**config.mk**
```make
export PLATFORM = sky130hd
export DESIGN_NAME = utf8_emoji_filter
export DESIGN_NICKNAME = d
export VERILOG_FILES = /design/src/rtl/efl_pkg.sv /design/src/rtl/efl_front.sv /design/src/rtl/efl_fifo.sv /design/src/rtl/efl_back.sv /design/src/rtl/utf8_emoji_filter.sv
export SDC_FILE = /design/constraint.sdc
export NUM_CORES = 1
export LEC_CHECK = 0
export ABC_AREA = 1
export ABC_CLOCK_PERIOD_IN_PS = 11550
export CAP_MARGIN = 20
export CORE_ASPECT_RATIO = 0.8
export CORE_MARGIN = 2
export CORE_UTILIZATION = 55
export CTS_BUF_LIST = sky130_fd_sc_hd__clkbuf_4 sky130_fd_sc_hd__clkbuf_8 sky130_fd_sc_hd__clkbuf_16
export DETAILED_ROUTE_END_ITERATION = 8
export DONT_BUFFER_PORTS = 1
export PLACE_DENSITY = 0.67
export SLEW_MARGIN = 40
export SYNTH_ARGS = -nofsm -noshare
export SYNTH_HDL_FRONTEND = slang
export SYNTH_HIERARCHICAL = 1
export SYNTH_SLANG_ARGS = --single-unit
```
**constraint.sdc**
```tcl
create_clock -name clock -period 11.55 [get_ports clock]
set_input_delay 2.31 -clock clock [delete_from_list [all_inputs] [get_ports clock]]
set_output_delay 2.31 -clock clock [all_outputs]
set_load 0.05 [all_outputs]
```
**src/rtl/efl_pkg.sv**
```systemverilog
// efl_pkg: shared types, constants and the emoji range check for utf8_emoji_filter.
// No dependencies; used by every module of the block.
`timescale 1ns / 1ps

package efl_pkg;

   localparam int BYTE_W       = 8;
   localparam int CP_W         = 21;
   localparam int LEN_W        = 3;
   localparam int GROUP_MAX    = 4;
   localparam int IDX_W        = 2;
   localparam int QUEUE_DEPTH  = 4;

   localparam logic [CP_W-1:0] EMOJI_A_LO = 21'h1F300;
   localparam logic [CP_W-1:0] EMOJI_A_HI = 21'h1FAFF;
   localparam logic [CP_W-1:0] EMOJI_B_LO = 21'h02600;
   localparam logic [CP_W-1:0] EMOJI_B_HI = 21'h027BF;
   localparam logic [CP_W-1:0] STAR_CP    = 21'h02B50;
   localparam logic [CP_W-1:0] HEART_CP   = 21'h02764;
   localparam logic [CP_W-1:0] VS16_CP    = 21'h0FE0F;
   localparam logic [CP_W-1:0] ZWJ_CP     = 21'h0200D;

   localparam logic [LEN_W-1:0] LEN_NONE  = 3'd0;
   localparam logic [LEN_W-1:0] LEN_TWO   = 3'd2;
   localparam logic [LEN_W-1:0] LEN_THREE = 3'd3;
   localparam logic [LEN_W-1:0] LEN_FOUR  = 3'd4;

   localparam logic [1:0] CONT_TAG  = 2'b10;
   localparam logic [2:0] LEAD2_TAG = 3'b110;
   localparam logic [3:0] LEAD3_TAG = 4'b1110;
   localparam logic [4:0] LEAD4_TAG = 5'b11110;

   // one group of results caused by a single input transaction
   typedef struct packed {
      logic [GROUP_MAX-1:0][BYTE_W-1:0] bytes;
      logic [IDX_W-1:0]                 last_idx;
      logic                             bare;
      logic                             eom;
   } entry_type;

   function automatic logic is_emoji(input logic [CP_W-1:0] cp);
      logic hit;
      hit = ((cp >= EMOJI_A_LO) && (cp <= EMOJI_A_HI)) ||
            ((cp >= EMOJI_B_LO) && (cp <= EMOJI_B_HI)) ||
            (cp == STAR_CP) || (cp == HEART_CP) ||
            (cp == VS16_CP) || (cp == ZWJ_CP);
      return hit;
   endfunction

endpackage

```
**src/rtl/efl_front.sv**
```systemverilog
// efl_front: utf8 sequence tracker; decodes each byte and builds at most one result group for it.
// Depends on efl_pkg.
`timescale 1ns / 1ps

module efl_front (
   input  logic                      clock,
   input  logic                      reset,
   input  logic                      accept,
   input  logic [efl_pkg::BYTE_W-1:0] in_byte,
   input  logic                      end_of_message,
   output logic                      push_valid,
   output efl_pkg::entry_type        push_entry
);

   logic [efl_pkg::GROUP_MAX-1:0][efl_pkg::BYTE_W-1:0] held_ff;
   logic [efl_pkg::LEN_W-1:0] cnt_ff, cnt_in;
   logic [efl_pkg::LEN_W-1:0] exp_ff, exp_in;
   logic [efl_pkg::CP_W-1:0]  cp_ff, cp_in;

   logic                       cont;
   logic                       held_open;
   logic                       complete;
   logic                       fresh_emit;
   logic [efl_pkg::LEN_W-1:0]  lead_len;
   logic [efl_pkg::CP_W-1:0]   lead_cp;
   logic [efl_pkg::LEN_W-1:0]  cnt_inc;
   logic [efl_pkg::CP_W-1:0]   cp_next;
   logic [efl_pkg::LEN_W-1:0]  n_out;
   logic [efl_pkg::LEN_W-1:0]  n_minus;
   logic                       wr_en;
   logic [efl_pkg::IDX_W-1:0]  wr_idx;

   always_comb begin
      cont      = (in_byte[7:6] == efl_pkg::CONT_TAG);
      held_open = (cnt_ff != '0);
      cnt_inc   = cnt_ff + 3'd1;
      cp_next   = {cp_ff[efl_pkg::CP_W-7:0], in_byte[5:0]};
      complete  = (cnt_inc >= exp_ff);

      lead_len = efl_pkg::LEN_NONE;
      lead_cp  = '0;
      if (in_byte[7:5] == efl_pkg::LEAD2_TAG) begin
         lead_len = efl_pkg::LEN_TWO;
         lead_cp  = {16'd0, in_byte[4:0]};
      end else if (in_byte[7:4] == efl_pkg::LEAD3_TAG) begin
         lead_len = efl_pkg::LEN_THREE;
         lead_cp  = {17'd0, in_byte[3:0]};
      end else if (in_byte[7:3] == efl_pkg::LEAD4_TAG) begin
         lead_len = efl_pkg::LEN_FOUR;
         lead_cp  = {18'd0, in_byte[2:0]};
      end
      fresh_emit = (lead_len == efl_pkg::LEN_NONE) || end_of_message;

      n_out  = '0;
      cnt_in = cnt_ff;
      exp_in = exp_ff;
      cp_in  = cp_ff;
      wr_en  = 1'b0;
      wr_idx = '0;

      if (held_open && cont) begin
         if (complete || end_of_message) begin
            cnt_in = '0;
            exp_in = '0;
            cp_in  = '0;
            n_out  = (complete && efl_pkg::is_emoji(cp_next)) ? 3'd0 : cnt_inc;
         end else begin
            cnt_in = cnt_inc;
            cp_in  = cp_next;
            wr_en  = 1'b1;
            wr_idx = cnt_ff[efl_pkg::IDX_W-1:0];
         end
      end else begin
         // flush whatever is held, then treat the byte as new
         n_out = cnt_ff + {2'd0, fresh_emit};
         if (fresh_emit) begin
            cnt_in = '0;
            exp_in = '0;
            cp_in  = '0;
         end else begin
            cnt_in = 3'd1;
            exp_in = lead_len;
            cp_in  = lead_cp;
            wr_en  = 1'b1;
            wr_idx = '0;
         end
      end

      // held bytes first, the new byte right after them
      for (int k = 0; k < efl_pkg::GROUP_MAX; k++) begin
         push_entry.bytes[k] = (3'(k) < cnt_ff) ? held_ff[k] : in_byte;
      end
      n_minus             = n_out - 3'd1;
      push_entry.last_idx = (n_out == '0) ? '0 : n_minus[efl_pkg::IDX_W-1:0];
      push_entry.bare     = (n_out == '0);
      push_entry.eom      = end_of_message;
      push_valid          = accept && ((n_out != '0) || end_of_message);
   end

   always_ff @(posedge clock) begin
      if (reset) begin
         cnt_ff <= '0;
         exp_ff <= '0;
         cp_ff  <= '0;
      end else if (accept) begin
         cnt_ff <= cnt_in;
         exp_ff <= exp_in;
         cp_ff  <= cp_in;
      end
   end

   always_ff @(posedge clock) begin
      if (accept && wr_en) begin
         held_ff[wr_idx] <= in_byte;
      end
   end

   open_below_len: assert property (@(posedge clock) disable iff (reset)
      (cnt_ff != '0) |-> (cnt_ff < exp_ff))
      else $error("open sequence holds as many bytes as its length");

   len_legal: assert property (@(posedge clock) disable iff (reset)
      (cnt_ff != '0) |-> ((exp_ff == efl_pkg::LEN_TWO) || (exp_ff == efl_pkg::LEN_THREE) ||
                          (exp_ff == efl_pkg::LEN_FOUR)))
      else $error("open sequence with bad expected length");

endmodule

```
**src/rtl/efl_fifo.sv**
```systemverilog
// efl_fifo: small register queue of result groups between front and back.
// Depends on efl_pkg.
`timescale 1ns / 1ps

module efl_fifo #(
   parameter int DEPTH = efl_pkg::QUEUE_DEPTH
) (
   input  logic               clock,
   input  logic               reset,
   input  logic               push,
   input  efl_pkg::entry_type push_entry,
   input  logic               pop,
   output logic               out_valid,
   output efl_pkg::entry_type out_entry,
   output logic               full
);

   localparam int AW = (DEPTH > 1) ? $clog2(DEPTH) : 1;
   localparam int CW = $clog2(DEPTH + 1);

   efl_pkg::entry_type mem_ff [DEPTH];
   logic [AW-1:0] wr_ptr_ff, wr_ptr_in;
   logic [AW-1:0] rd_ptr_ff, rd_ptr_in;
   logic [CW-1:0] count_ff, count_in;
   logic          do_push;
   logic          do_pop;

   always_comb begin
      out_valid = (count_ff != '0);
      full      = (count_ff == CW'(DEPTH));
      out_entry = mem_ff[rd_ptr_ff];
      do_push   = push && !full;
      do_pop    = pop && out_valid;

      wr_ptr_in = wr_ptr_ff;
      if (do_push) begin
         wr_ptr_in = (wr_ptr_ff == AW'(DEPTH - 1)) ? '0 : wr_ptr_ff + 1'b1;
      end
      rd_ptr_in = rd_ptr_ff;
      if (do_pop) begin
         rd_ptr_in = (rd_ptr_ff == AW'(DEPTH - 1)) ? '0 : rd_ptr_ff + 1'b1;
      end
      count_in = count_ff;
      if (do_push && !do_pop) begin
         count_in = count_ff + 1'b1;
      end else if (do_pop && !do_push) begin
         count_in = count_ff - 1'b1;
      end
   end

   always_ff @(posedge clock) begin
      if (reset) begin
         wr_ptr_ff <= '0;
         rd_ptr_ff <= '0;
         count_ff  <= '0;
      end else begin
         wr_ptr_ff <= wr_ptr_in;
         rd_ptr_ff <= rd_ptr_in;
         count_ff  <= count_in;
      end
   end

   always_ff @(posedge clock) begin
      if (do_push) begin
         mem_ff[wr_ptr_ff] <= push_entry;
      end
   end

   count_bound: assert property (@(posedge clock) disable iff (reset)
      count_ff <= CW'(DEPTH))
      else $error("queue occupancy beyond depth");

   no_push_full: assert property (@(posedge clock) disable iff (reset)
      full |-> !push)
      else $error("push into full queue");

endmodule

```
**src/rtl/efl_back.sv**
```systemverilog
// efl_back: takes result groups from the queue and emits them one result per cycle while rsp_ready is high.
// Depends on efl_pkg.
`timescale 1ns / 1ps

module efl_back (
   input  logic                       clock,
   input  logic                       reset,
   input  logic                       q_valid,
   input  efl_pkg::entry_type         q_entry,
   output logic                       q_pop,
   output logic                       rsp_valid,
   input  logic                       rsp_ready,
   output logic [efl_pkg::BYTE_W-1:0] rsp_out_byte,
   output logic                       rsp_byte_valid,
   output logic                       rsp_message_end
);

   efl_pkg::entry_type        cur_ff;
   logic                      busy_ff, busy_in;
   logic [efl_pkg::IDX_W-1:0] idx_ff, idx_in;
   logic                      last;
   logic                      take;

   always_comb begin
      last    = (idx_ff == cur_ff.last_idx);
      take    = !busy_ff || (rsp_ready && last);
      q_pop   = take && q_valid;
      busy_in = busy_ff;
      idx_in  = idx_ff;
      if (take) begin
         busy_in = q_valid;
         idx_in  = '0;
      end else if (rsp_ready) begin
         idx_in = idx_ff + 1'b1;
      end

      rsp_valid       = busy_ff;
      rsp_out_byte    = cur_ff.bare ? '0 : cur_ff.bytes[idx_ff];
      rsp_byte_valid  = !cur_ff.bare;
      rsp_message_end = cur_ff.eom && last;
   end

   always_ff @(posedge clock) begin
      if (reset) begin
         busy_ff <= 1'b0;
         idx_ff  <= '0;
      end else begin
         busy_ff <= busy_in;
         idx_ff  <= idx_in;
      end
   end

   always_ff @(posedge clock) begin
      if (q_pop) begin
         cur_ff <= q_entry;
      end
   end

   bare_is_end: assert property (@(posedge clock) disable iff (reset)
      (rsp_valid && !rsp_byte_valid) |-> rsp_message_end)
      else $error("bare result without end of message");

endmodule

```
**src/rtl/utf8_emoji_filter.sv**
```systemverilog
// utf8_emoji_filter: top level; front tracker, group queue and result sequencer.
// Depends on efl_pkg, efl_front, efl_fifo and efl_back.
`timescale 1ns / 1ps

// Takes one message byte per cycle while req_ready is high and returns the message
// with emoji sequences removed. Each accepted transaction yields zero to four results,
// which leave one per cycle while rsp_ready is high; bursts come from completed
// non-emoji multibyte sequences and from broken or cut-off ones. Results are
// registered in the group queue, then in the sequencer's current group. Result groups
// wait in a queue of QUEUE_DEPTH entries; req_ready drops only when that queue is
// full, so the rate is set by how fast rsp_ready drains the single output sequencer.
module utf8_emoji_filter #(
   parameter int QUEUE_DEPTH = efl_pkg::QUEUE_DEPTH
) (
   input  logic                       clock,
   input  logic                       reset,
   input  logic                       req_valid,
   output logic                       req_ready,
   input  logic [efl_pkg::BYTE_W-1:0] req_in_byte,
   input  logic                       req_end_of_message,
   output logic                       rsp_valid,
   input  logic                       rsp_ready,
   output logic [efl_pkg::BYTE_W-1:0] rsp_out_byte,
   output logic                       rsp_byte_valid,
   output logic                       rsp_message_end
);

   logic               accept;
   logic               push_valid;
   efl_pkg::entry_type push_entry;
   logic               q_valid;
   efl_pkg::entry_type q_entry;
   logic               q_pop;
   logic               q_full;

   assign req_ready = !q_full;
   assign accept    = req_valid && req_ready;

   efl_front u_front (
      .clock          (clock),
      .reset          (reset),
      .accept         (accept),
      .in_byte        (req_in_byte),
      .end_of_message (req_end_of_message),
      .push_valid     (push_valid),
      .push_entry     (push_entry)
   );

   efl_fifo #(
      .DEPTH (QUEUE_DEPTH)
   ) u_fifo (
      .clock      (clock),
      .reset      (reset),
      .push       (push_valid),
      .push_entry (push_entry),
      .pop        (q_pop),
      .out_valid  (q_valid),
      .out_entry  (q_entry),
      .full       (q_full)
   );

   efl_back u_back (
      .clock           (clock),
      .reset           (reset),
      .q_valid         (q_valid),
      .q_entry         (q_entry),
      .q_pop           (q_pop),
      .rsp_valid       (rsp_valid),
      .rsp_ready       (rsp_ready),
      .rsp_out_byte    (rsp_out_byte),
      .rsp_byte_valid  (rsp_byte_valid),
      .rsp_message_end (rsp_message_end)
   );

endmodule
```
Yosys cells after proc, flatten, opt, wreduce, memory -nomap -nowiden
Memories as Yosys holds them, arrays and structs flattened. A register that Yosys moved wholly into a read port is not among the register bits. Cells that the tools add are included.

Memory bits (writable): 144. Register bits after elaboration: 63. Input port bits: 13. Output and inout port bits: 12. Memories: 1.

Reductions and logical operators: 37. $add $sub $neg: 8. Mux-type cells: 40. Equal/unequal tests: 13. Magnitude comparators: 12.

Memories: u_fifo.mem_ff (depth 4, bits a word 36, read ports 1, clocked after memory_dff 1, wr ports 1, RTL line efl_fifo.sv:21) `efl_pkg::entry_type mem_ff [DEPTH];`.

Operators with widths (number): 21-bit by 14-bit equality test with 1-bit output, second input constant (3); 15-bit two-way mux (4); 8-bit two-way mux (7); 3-bit two-way mux (14); 32-bit bitwise mux (1); 21-bit by 16-bit equality test with 1-bit output, second input constant (1); 21-bit by 14-bit greater-or-equal comparator with 1-bit output, second input constant (1); 21-bit by 17-bit greater-or-equal comparator with 1-bit output, second input constant (1); 21-bit by 14-bit less-or-equal comparator with 1-bit output, second input constant (1); 21-bit by 17-bit less-or-equal comparator with 1-bit output, second input constant (1); 8-bit binary-select mux with 2-bit select (1); 8-bit demux with 2-bit select (1); 1-bit logical AND (15); 2-bit two-way mux (5); 1-bit logical OR (9); 3-bit nonzero test (3); 2-bit by 1-bit adder with 2-bit output, second input constant (3); 3-bit by 1-bit adder with 3-bit output, second input constant (2); 2-bit equality test, second input constant (3); 3-bit equality test, second input constant (2); 3-bit logical NOT (2); 1-bit by 3-bit less-than comparator with 1-bit output, first input constant (2); 2-bit by 3-bit less-than comparator with 1-bit output, first input constant (2); 2-bit by 3-bit less-than comparator with 1-bit output, second input constant (2); other kinds (15) (24).

Longest topological paths before layout
Gate-level depths: netlist of the first run.

Word-level depth: 19. Gate-level depth with buffers: 27.

By module
The synthesis of the first run kept the hierarchy.

Modules (own cells, without submodules): efl_fifo (area an instance 5873.1 um2, cells each 418, instances 1, sequential area each 4504.3 um2); efl_front (area an instance 2710.1 um2, cells each 342, instances 1, sequential area each 1381.3 um2); efl_back (area an instance 1540.2 um2, cells each 120, instances 1, sequential area each 1141.1 um2); utf8_emoji_filter (area an instance 13.8 um2, cells each 3, instances 1, sequential area each 0.0 um2).

Worst setup path before layout of the first run
Ideal clock, no wire load.

Path kind: input to register. Start point: in req_in_byte[7] (netlist name). End point: mem u_fifo/mem_ff[0][0] (netlist name), enable pin. Data arrival time: 5.297 ns. Data required time: 11.121 ns. Stages on the path: 14. Setup time: 0.429 ns. Slack: 5.824 ns. Path through: nand2_1 > nor3_1 > o21ai_0 > ha_1 > ha_1 > a21oi_1 > o21ai_0 > nand2_1 > inv_1 > nand3_1 > nand2_1 > inv_1 > nand2_2 > nor2_1.

Longest elaborated chain between the ends: 14.

Ends and longest elaborated chain: start: declaration (RTL line utf8_emoji_filter.sv:19) `input logic [efl_pkg::BYTE_W-1:0] req_in_byte,`; 5-bit equality test (RTL line efl_front.sv:48) `end else if (in_byte[7:3] == efl_pkg::LEAD4_TAG) begin`; 3-bit two-way mux (RTL line efl_front.sv:48); 3-bit two-way mux (RTL line efl_front.sv:45) `end else if (in_byte[7:4] == efl_pkg::LEAD3_TAG) begin`; 3-bit two-way mux (RTL line efl_front.sv:42) `if (in_byte[7:5] == efl_pkg::LEAD2_TAG) begin`; 3-bit logical NOT (RTL line efl_front.sv:52) `fresh_emit = (lead_len == efl_pkg::LEN_NONE) || end_of_message;`; 1-bit logical OR (RTL line efl_front.sv:52); 3-bit by 1-bit adder with 3-bit output (RTL line efl_front.sv:75) `n_out = cnt_ff + {2'd0, fresh_emit};`; 3-bit two-way mux * (RTL line efl_front.sv:61) `if (held_open && cont) begin`; 3-bit nonzero test * (RTL line efl_front.sv:97) `push_valid = accept && ((n_out != '0) || end_of_message);`; 1-bit logical OR * (RTL line efl_front.sv:97); 1-bit logical AND * (RTL line efl_front.sv:97); net push_valid (RTL line utf8_emoji_filter.sv:29) `logic push_valid;`; 1-bit logical AND * (RTL line efl_fifo.sv:32) `do_push = push && !full;`; 1-bit two-way mux * (RTL line efl_fifo.sv:64) `if (do_push) begin`; 1-bit two-way mux (implied by the code) * (RTL line efl_fifo.sv:65) `mem_ff[wr_ptr_ff] <= push_entry;`; end: declaration (RTL line efl_fifo.sv:21).

The timed path passes the listed nets; every way through them passes the cells marked *.

Worst setup path in the final report of the first run
Start point: in req_in_byte[7] (netlist name). End point: reg u_fifo.count_ff[2].

Longest elaborated chain between the ends: 15.

Ends and longest elaborated chain: 5-bit equality test (RTL line efl_front.sv:48); 3-bit two-way mux (RTL line efl_front.sv:48); 3-bit two-way mux (RTL line efl_front.sv:45); 3-bit two-way mux (RTL line efl_front.sv:42); 3-bit logical NOT (RTL line efl_front.sv:52); 1-bit logical OR (RTL line efl_front.sv:52); 3-bit by 1-bit adder with 3-bit output (RTL line efl_front.sv:75); 3-bit two-way mux * (RTL line efl_front.sv:61); 3-bit nonzero test * (RTL line efl_front.sv:97); 1-bit logical OR * (RTL line efl_front.sv:97); 1-bit logical AND * (RTL line efl_front.sv:97); net push_valid (RTL line utf8_emoji_filter.sv:29); 1-bit logical AND * (RTL line efl_fifo.sv:32); net u_fifo.do_push (RTL line efl_fifo.sv:25) `logic do_push;`; 1-bit logical NOT (RTL line efl_fifo.sv:46) `end else if (do_pop && !do_push) begin`; 1-bit logical AND (RTL line efl_fifo.sv:46); 2-bit nonzero test (no line); end signal: assignment (RTL line efl_fifo.sv:59) `count_ff <= count_in;`; end: declaration (RTL line efl_fifo.sv:24) `logic [CW-1:0] count_ff, count_in;`.

Marked as above. A chain may end at the register's enable or synchronous reset.

==> results.md, run 1 <==
- Status: completed
- Max Root-Sink Buffers: 3
- Peak supply drop: 0.1356 mV
- Commonest non-fill, non-tap cell in the layout: edfxtp_1
- Hold depth: 2
- H-tree lvl count: 1
- Netlist Area Pre-Place: 10140 µm²
- Min-delay src: u_front/cp_ff[12]
- Yosys warnings: 6
- Critical R2R Capture: u_fifo/count_ff[1]
- First-pass GRT wire length: 33190 µm
- Power per Cell Area: 242.9 nW/µm²
- Clock slew seen by the registers of the worst setup and hold paths: 0.06 ns
- Antenna Cells: 0
- Slowest cell on crit path: fa_1
- IO Pins: 25
- Via/cell ratio: 5.716
- # Max-Cap Violations: 0
- Achievable frequency: 204.3 MHz
- Fraction of layout cells with a size suffix above 1: 0.1009
- Syn nets: 910
- Via Count: 6470
- CTS tree: built
- # clock sinks: 245
- Slack of the worst reg-to-reg path: 7.64 ns
- Setup Fix Bufs, Post-CTS: 0
- Synth Register Bits: 245
- Rows: 44
- Residual DRC count: 0
- Input/output buffers: 0
- Top cell type's share of synthesized area: 0.6280
- Wire per inst: 18.56 µm
- Pre-antenna DRT Iters: 5
- CTS Buf Count: 24
- Crit Path Category: primary input to flip-flop
- Top cells by area, synth: edfxtp_1 63%, dfxtp_1 6.5%, nor2_1 5.8%, nand2_1 4.4%, o21ai_1 3.3%
- Crit-path max cell delay: 0.39 ns
- Vias in the first global route: 6150
- CP Launch Type: primary input
- Maximum number of pins on one net before global-route repair: 74
- Die X: 155.8 µm
- Routed wire length: 21010 µm
- Setup violators final: 0
- Hold Path Class: flip-flop to flip-flop
- Chip height: 125.4 µm
- Die area: 19540 µm²
- CORE AREA: 18110 µm²
- Setup TNS Final: 0 ns
- Synthesized instance count: 883
- Later-pin clock latency in the skew report: 0.51 ns
- Worst path arrival time: 5.30 ns
- Total Power: 2.737 mW
- Reg2reg start: u_front/cnt_ff[2]
- Crit Path Max Fanout: 7
- Post-CTS Resized: 0
- Worst Hold Path EP: u_front/cp_ff[12]
- Most frequent cells in the layout: 212 x edfxtp_1, 151 x nor2_1, 120 x nand2_1
- Hold buffer count at CTS: 0
- Crit-path cells: nand2_1 > nor3_1 > o21ai_0 > ha_1 > ha_1 > a21oi_1 > o21ai_0 > nand2_1 > inv_1 > nand3_1 > nand2_1 > inv_1 > nand2_2 > inv_1 > ha_1 > inv_1 > fa_1 > inv_1 > nand2_1 > nand3_1 > nand2_1 > inv_1 > nor2_1
- Pins over their slew limit: 0
- HPWL Detailed: 14000 µm
- Syn avg cell area: 11.48 µm²
- RePlAce Congestion: 0.8883
- EDFF count, synth: 212
- Critical Path Most Common Cell: inv_1
- R2R cell count: 21
- Sequential element share of the synthesized area: 0.6932
- Post-synthesis cell type with the largest combined area: edfxtp_1
- RSZ-0062 raised after global routing: no
- Initial drt markers: 770
- Rel. slew slack: 0.3523
- Tot GR Track Use: 0.2199
- Async set or reset register ratio after synthesis: 0
- Crit path time final: 4.895 ns
- LEAKAGE: 3.941 nW
- Library cells used by synthesis: 38
- Crit. End Element: flip-flop
- Final period util: 0.4238
- GRT overflow: 0
- P&R area growth vs syn: 11.16%
- DRT antenna net count: 0
- Post-synth top flop: edfxtp_1
- Final nets: 912
- Final Hold Vio Count: 0
- Delay-heaviest family, CP: simple AND/OR/NAND/NOR gates
- Buf/Inv on CP: 6
- Initial antenna violation count: 0
- Root Driver: clkbuf_16
- Initial Util: 0.5597
- Max Clock Skew: 0.01270 ns
- Worst-margin pin slew: 0.9613 ns
- Critical Path RT: 11.95 ns
## through the flow
stage,cell area [µm²],utilization,cells,hold WS (ns),setup WS [ns]
3_5_place_dp,10450,0.5767,1089,0.4492,6.197
6_report,11270,0.6221,1132,0.4583,6.655
5_1_grt,11270,0.6221,1132,0.4824,6.339
3_3_place_gp,10230,0.5648,1081,0.4493,6.134
2_1_floorplan,10140,-,883,0.4433,5.824
4_1_cts,11270,0.6221,1132,0.4586,6.728
## flip-flops by register name, indices dropped and copies added, names as in the netlist, named ones only
name	cells
u_fifo/mem_ff	144
u_back/cur_ff	36
u_front/held_ff	32
u_front/cp_ff	15
u_fifo/count_ff	3
u_front/cnt_ff	3
u_front/exp_ff	3
u_back/idx_ff	2
u_fifo/rd_ptr_ff	2
u_fifo/wr_ptr_ff	2
u_back/rsp_valid	1
## tightest hold or removal path, delay by kind of cell (launching register included)
kind / cells / cell delay [ns]
simple gates: 1 / 0.06
flops: 1 / 0.31
compound gates: 1 / 0.05
## where the power goes
group	switching (mW)	internal (mW)	leakage [nW]
logic	0.504	0.192	1.32
registers	0.0677	1.18	2.22
clock network	0.310	0.483	0.403
## cell families (layout without fill, tap and decap cells)
logic type,count (synthesis),in the layout,share of synthesized area
AOI/OAI and AO/OA,202,202,0.1063
and+or+nand+nor,316,316,0.1263
buffers and inverters,101,120,0.05196
adders and majority gates,14,14,0.01802
DFF,245,245,0.6932
xor gates and xnor gates,5,5,0.004321
## cells in the mapped netlist, types with 6 or more instances
master,number
edfxtp_1,212
nor2_1,156
nand2_1,120
o21ai_1,66
inv_1,55
o21ai_0,52
a21oi_1,40
o22ai_1,39
dfxtp_1,33
nand3_1,16
ha_1,13
buf_6,11
buf_2,9
clkbuf_1,9
buf_4,7
inv_2,6
## cell type report
type	count	area, µm²
Clock buffer	30	681.9
Clock inverter	13	140.1
Fill cell	1382	6844
Inverter	63	244.0
Multi-Input combinational cell	537	2658
Sequential cell	245	7029
Tap cell	230	287.8
Timing Repair Buffer	14	227.7
## worst max-delay path by stage
stage,startpoint,end,slack [ns],depth (start not counted)
after floorplan,req_in_byte[7],u_fifo/mem_ff[0][0],5.82,14
after global placement,req_in_byte[7],u_fifo/mem_ff[0][13],6.13,14
after detailed placement,req_in_byte[7],u_fifo/count_ff[2],6.20,23
after CTS,req_in_byte[7],u_fifo/count_ff[2],6.73,23
after global routing,req_in_byte[7],u_fifo/count_ff[2],6.34,23
final,req_in_byte[7],u_fifo/count_ff[2],6.66,23
## per-layer routing
metal,track usage,wire (µm),vias up
li1,-,-,3100
met1,0.3267,9503,3113
met2,0.3449,9553,232
met3,0.04333,1654,25
met4,0.04101,302,0
met5,0,0,-
No activity file was read; power rests on OpenSTA's default activity.
==> run 2: changes to the inputs <==
- ABC_AREA: 1 -> 0
- ABC_CLOCK_PERIOD_IN_PS: 11550 -> 4920
- clock period: 11.55 -> 4.92 ns (I/O delays scaled with it)
==> run 2 against run 1 <==
Net effect:
- via count down 24%
- area after synthesis down 1.9%
- worst setup slack worse by 5.8 ns
- final cell count down 28%
- critical path depth down 6
- clock power up 120%
- die area down 1.9%
- wire length down 12%
- largest power group unchanged
- highest routed layer unchanged
==> results.md, run 2 <==
- Status: completed (unchanged)
- Root Driver: clkbuf_16 (unchanged)
- Placed Instances: 771 (was 1089)
- # clock sinks: 245 (unchanged)
- Initial antenna violation count: 0 (unchanged)
- Total Power: 5.856 mW (was 2.737 mW)
- Critical Path RT: 5.36 ns (was 11.95 ns)
- LEAKAGE: 3.548 nW (was 3.941 nW)
- Final period util: 0.8209
- Commonest non-fill, non-tap cell in the layout: edfxtp_1 (unchanged)
- Crit-path max cell delay: 0.52 ns (was 0.39 ns)
- Maximum number of pins on one net before global-route repair: 37 (was 74)
- Async set or reset register ratio after synthesis: 0 (unchanged)
- Top cells by area, synth: edfxtp_1 64%, mux4_2 9.7%, dfxtp_1 6.6%, mux2_2 3.7%, ha_1 1.6% (was edfxtp_1 63%, dfxtp_1 6.5%, nor2_1 5.8%, nand2_1 4.4%, o21ai_1 3.3%)
- Top cell type's share of synthesized area: 0.6402 (was 0.6280)
- Syn avg cell area: 17.79 µm² (was 11.48 µm²)
- Die area: 19180 µm² (was 19540 µm²)
- Seq pwr share: 0.498 (was 0.455)
- Reg2reg start: u_front/cnt_ff[0] (was u_front/cnt_ff[2])
- Pre-antenna DRT Iters: 5 (unchanged)
- Post-synthesis cell type with the largest combined area: edfxtp_1 (unchanged)
- Library cells used by synthesis: 61 (was 38)
- Initial Util: 0.5669 (was 0.5597)
- Slowest cell on crit path: dfxtp_1 (was fa_1)
- Hold_ws: 0.4580 ns (was 0.4583 ns)
- Fraction of layout cells with a size suffix above 1: 0.2628 (was 0.1009)
- Antenna Cells: 0 (unchanged)
- DRT antenna net count: 0 (unchanged)
- Synth Register Bits: 245 (unchanged)
- Filler instances: 1221 (was 1382)
- Register area: 7030 µm² (was 7029 µm²)
- CTS tree: built (unchanged)
- Crit-path cells: inv_2 > ha_1 > ha_1 > a21o_1 > a21oi_1 > a21oi_1 > o31ai_4 > a221oi_1 > buf_4 > bufinv_8 > nor2_2 > ha_1 > inv_1 > fa_1 > xor2_1 > or3_1 > a21oi_1 (was nand2_1 > nor3_1 > o21ai_0 > ha_1 > ha_1 > a21oi_1 > o21ai_0 > nand2_1 > inv_1 > nand3_1 > nand2_1 > inv_1 > nand2_2 > inv_1 > ha_1 > inv_1 > fa_1 > inv_1 > nand2_1 > nand3_1 > nand2_1 > inv_1 > nor2_1)
- H-tree lvl count: 1 (unchanged)
- Cell with the most instances after synthesis: edfxtp_1 (unchanged)
- Later-pin clock latency in the skew report: 0.51 ns (about the same)
- Slack of the worst reg-to-reg path: 0.88 ns (was 7.64 ns)
- Routed wire length: 18520 µm (was 21010 µm)
- Crit Path Max Fanout: 9 (was 7)
- Max Root-Sink Buffers: 3 (unchanged)
- First-pass GRT wire length: 29200 µm (was 33190 µm)
- Min-delay src: u_front/exp_ff[0] (was u_front/cp_ff[12])
- Worst path arrival time: 4.47 ns (was 5.30 ns)
- Fin area: 10980 µm² (was 11270 µm²)
- Post-CTS Resized: 0 (unchanged)
- Rel. slew slack: 0.4368 (was 0.3523)
- Syn nets: 586 (was 910)
- RePlAce Congestion: 0.8285 (was 0.8883)
- Final Worst Setup Slack: 0.8811 ns (was 6.655 ns)
- Max Clock Skew: 0.006055 ns (was 0.01270 ns)
- Combinational share of power: 0.206 (was 0.255)
- Input/output buffers: 0 (unchanged)
- Clock power share: 0.296 (was 0.290)
- Rows: 43 (was 44)
- Tot GR Track Use: 0.2013 (was 0.2199)
- Pins over their slew limit: 0 (unchanged)
- Via Count: 4939 (was 6470)
- Setup TNS Final: 0 ns (unchanged)
- Int Pwr: 4.249 mW (was 1.854 mW)
- Worst slack, placed: 0.5865 ns (was 6.197 ns)
- Vias in the first global route: 5123 (was 6150)
- Area of the multi-input gates: 2655 µm² (was 2658 µm²)
- Initial drt markers: 480 (was 770)
- Final Hold Vio Count: 0 (unchanged)
- Wire per inst: 22.84 µm (was 18.56 µm)
- Crit. End Element: flip-flop (unchanged)
- Crit Path Category: flip-flop to flip-flop (was primary input to flip-flop)
- Synthesized instance count: 559 (was 883)
- CORE AREA: 17540 µm² (was 18110 µm²)
- Crit path time final: 4.039 ns
- Most frequent cells in the layout: 212 x edfxtp_1, 43 x mux4_2, 33 x mux2_2 (was 212 x edfxtp_1, 151 x nor2_1, 120 x nand2_1)
- Clock slew seen by the registers of the worst setup and hold paths: 0.06 ns (about the same)
- Layout Cells excl Fill: 811 (was 1132)
- RSZ-0062 raised after global routing: no (unchanged)
- Synth cell count leaders: 212 x edfxtp_1, 43 x mux4_2, 33 x dfxtp_1, 33 x mux2_2, 30 x a21oi_1 (was 212 x edfxtp_1, 156 x nor2_1, 120 x nand2_1, 66 x o21ai_1, 55 x inv_1)
- CTS Buf Count: 24 (unchanged)
- CP Launch Type: flip-flop (was primary input)
- Yosys warnings: 6 (unchanged)
- Largest register FFs: 144 (unchanged)
- Worst Hold Path EP: u_front/exp_ff[0] (was u_front/cp_ff[12])
- Setup violators final: 0 (unchanged)
- Net Sw Frac: 0.2745 (was 0.3224)
- Via/cell ratio: 6.090 (was 5.716)
- Post-synth top flop: edfxtp_1 (unchanged)
- Setup Fix Bufs, Post-CTS: 0 (unchanged)
- Largest registers: u_fifo/mem_ff x144, u_back/cur_ff x36, u_front/held_ff x32 (unchanged)
- Largest Register: u_fifo/mem_ff (unchanged)
- EDFF count, synth: 212 (unchanged)
- Final Core Density: 0.6258 (was 0.6221)
- Peak supply drop: 0.3792 mV (was 0.1356 mV)
- Die X: 154.3 µm (was 155.8 µm)
- HPWL Detailed: 11260 µm (was 14000 µm)
- # Max-Cap Violations: 0 (unchanged)
- Chip height: 124.3 µm (was 125.4 µm)
- Worst-margin pin slew: 0.8411 ns (was 0.9613 ns)
- IO Pins: 25 (unchanged)
- Critical R2R Capture: u_fifo/count_ff[2] (was u_fifo/count_ff[1])
- Hold Path Class: flip-flop to flip-flop (unchanged)
- Sequential element share of the synthesized area: 0.7067 (was 0.6932)
- Dpl cell area: 10230 µm² (was 10450 µm²)
- R2R cell count: 17 (was 21)
- P&R area growth vs syn: 10.38% (was 11.16%)
- NetSw: 1.608 mW (was 0.8824 mW)
- Hold depth: 2 (unchanged)
- Final nets: 599 (was 912)
- Residual DRC count: 0 (unchanged)
- Power per Cell Area: 533.6 nW/µm² (was 242.9 nW/µm²)
- Hold buffer count at CTS: 0 (unchanged)
- Achievable frequency: 247.6 MHz
- GRT overflow: 0 (unchanged)
- Crit path from: u_front/cnt_ff[0] (was req_in_byte[7])
- Netlist Area Pre-Place: 9943 µm² (was 10140 µm²)
run 2: cell types whose count changed after synthesis, sizes merged, moves of 13 or more:
cell / previous run / this run
o21ai: 119 / 4
o22ai: 39 / 1
mux4: 0 / 44
mux2: 0 / 33
nor2: 160 / 12
inv: 63 / 14
nand2: 125 / 26
buf: 28 / 15
run 2: kinds of logic (layout without fill, tap and decap cells):
kind of cell	Yosys count	after routing	share of synthesized area
adders and majority gates	14	14	0.01837
xor gates and xnor gates	9	9	0.007928
muxes	80	80	0.1404
DFF	245	245	0.7067
and+or+nand+nor	109	109	0.06002
AOI/OAI and AO/OA	55	55	0.03888
buffers and inverters	47	74	0.02768
run 2: power groups by stage:
stage               logic (mW)  registers [mW]  clock network, mW
finish                    1.21            2.92               1.73
global route              1.31            2.96               1.85
CTS                       1.23            2.93               1.76
detailed placement        1.23            2.97                  0
global placement          1.21            2.95                  0
floorplan                 1.02            2.86                  0
run 2: routing by layer:
layer	vias to the layer above	share of wire	track usage
met5	-	0	0
met4	0	0.023	0.05338
met3	32	0.044	0.03132
met2	130	0.48	0.3255
met1	2543	0.45	0.2912
li1	2234	-	-
run 2: worst max-delay path: cells and delay by family, from the launching register on:
kind	cells	cell delay, ns
adder cells (fa/ha/maj)	4	1.26
flip-flops	1	0.52
XOR/XNOR	1	0.19
buffers and inverters	4	0.56
AND/OR/NAND/NOR	2	0.44
AO/OA/AOI/OAI	6	0.99
run 2: cell type report:
cell class / instances / share of cell area
timing repair buffer: 17 / 0.01619
clock buffer: 33 / 0.06304
inverter: 17 / 0.007524
sequential: 245 / 0.6406
tap: 225 / 0.02565
clock inverter: 7 / 0.005130
multi-input combinational: 267 / 0.2419
run 2: how the worst max path moves through the flow:
stage	to	slack (ns)
floorplan	u_fifo/count_ff[2]	0.75
global placement	u_fifo/count_ff[2]	0.70
detailed placement	u_fifo/count_ff[2]	0.59
CTS	u_fifo/count_ff[2]	0.84
global route	u_fifo/count_ff[2]	0.57
finish	u_fifo/count_ff[2]	0.88
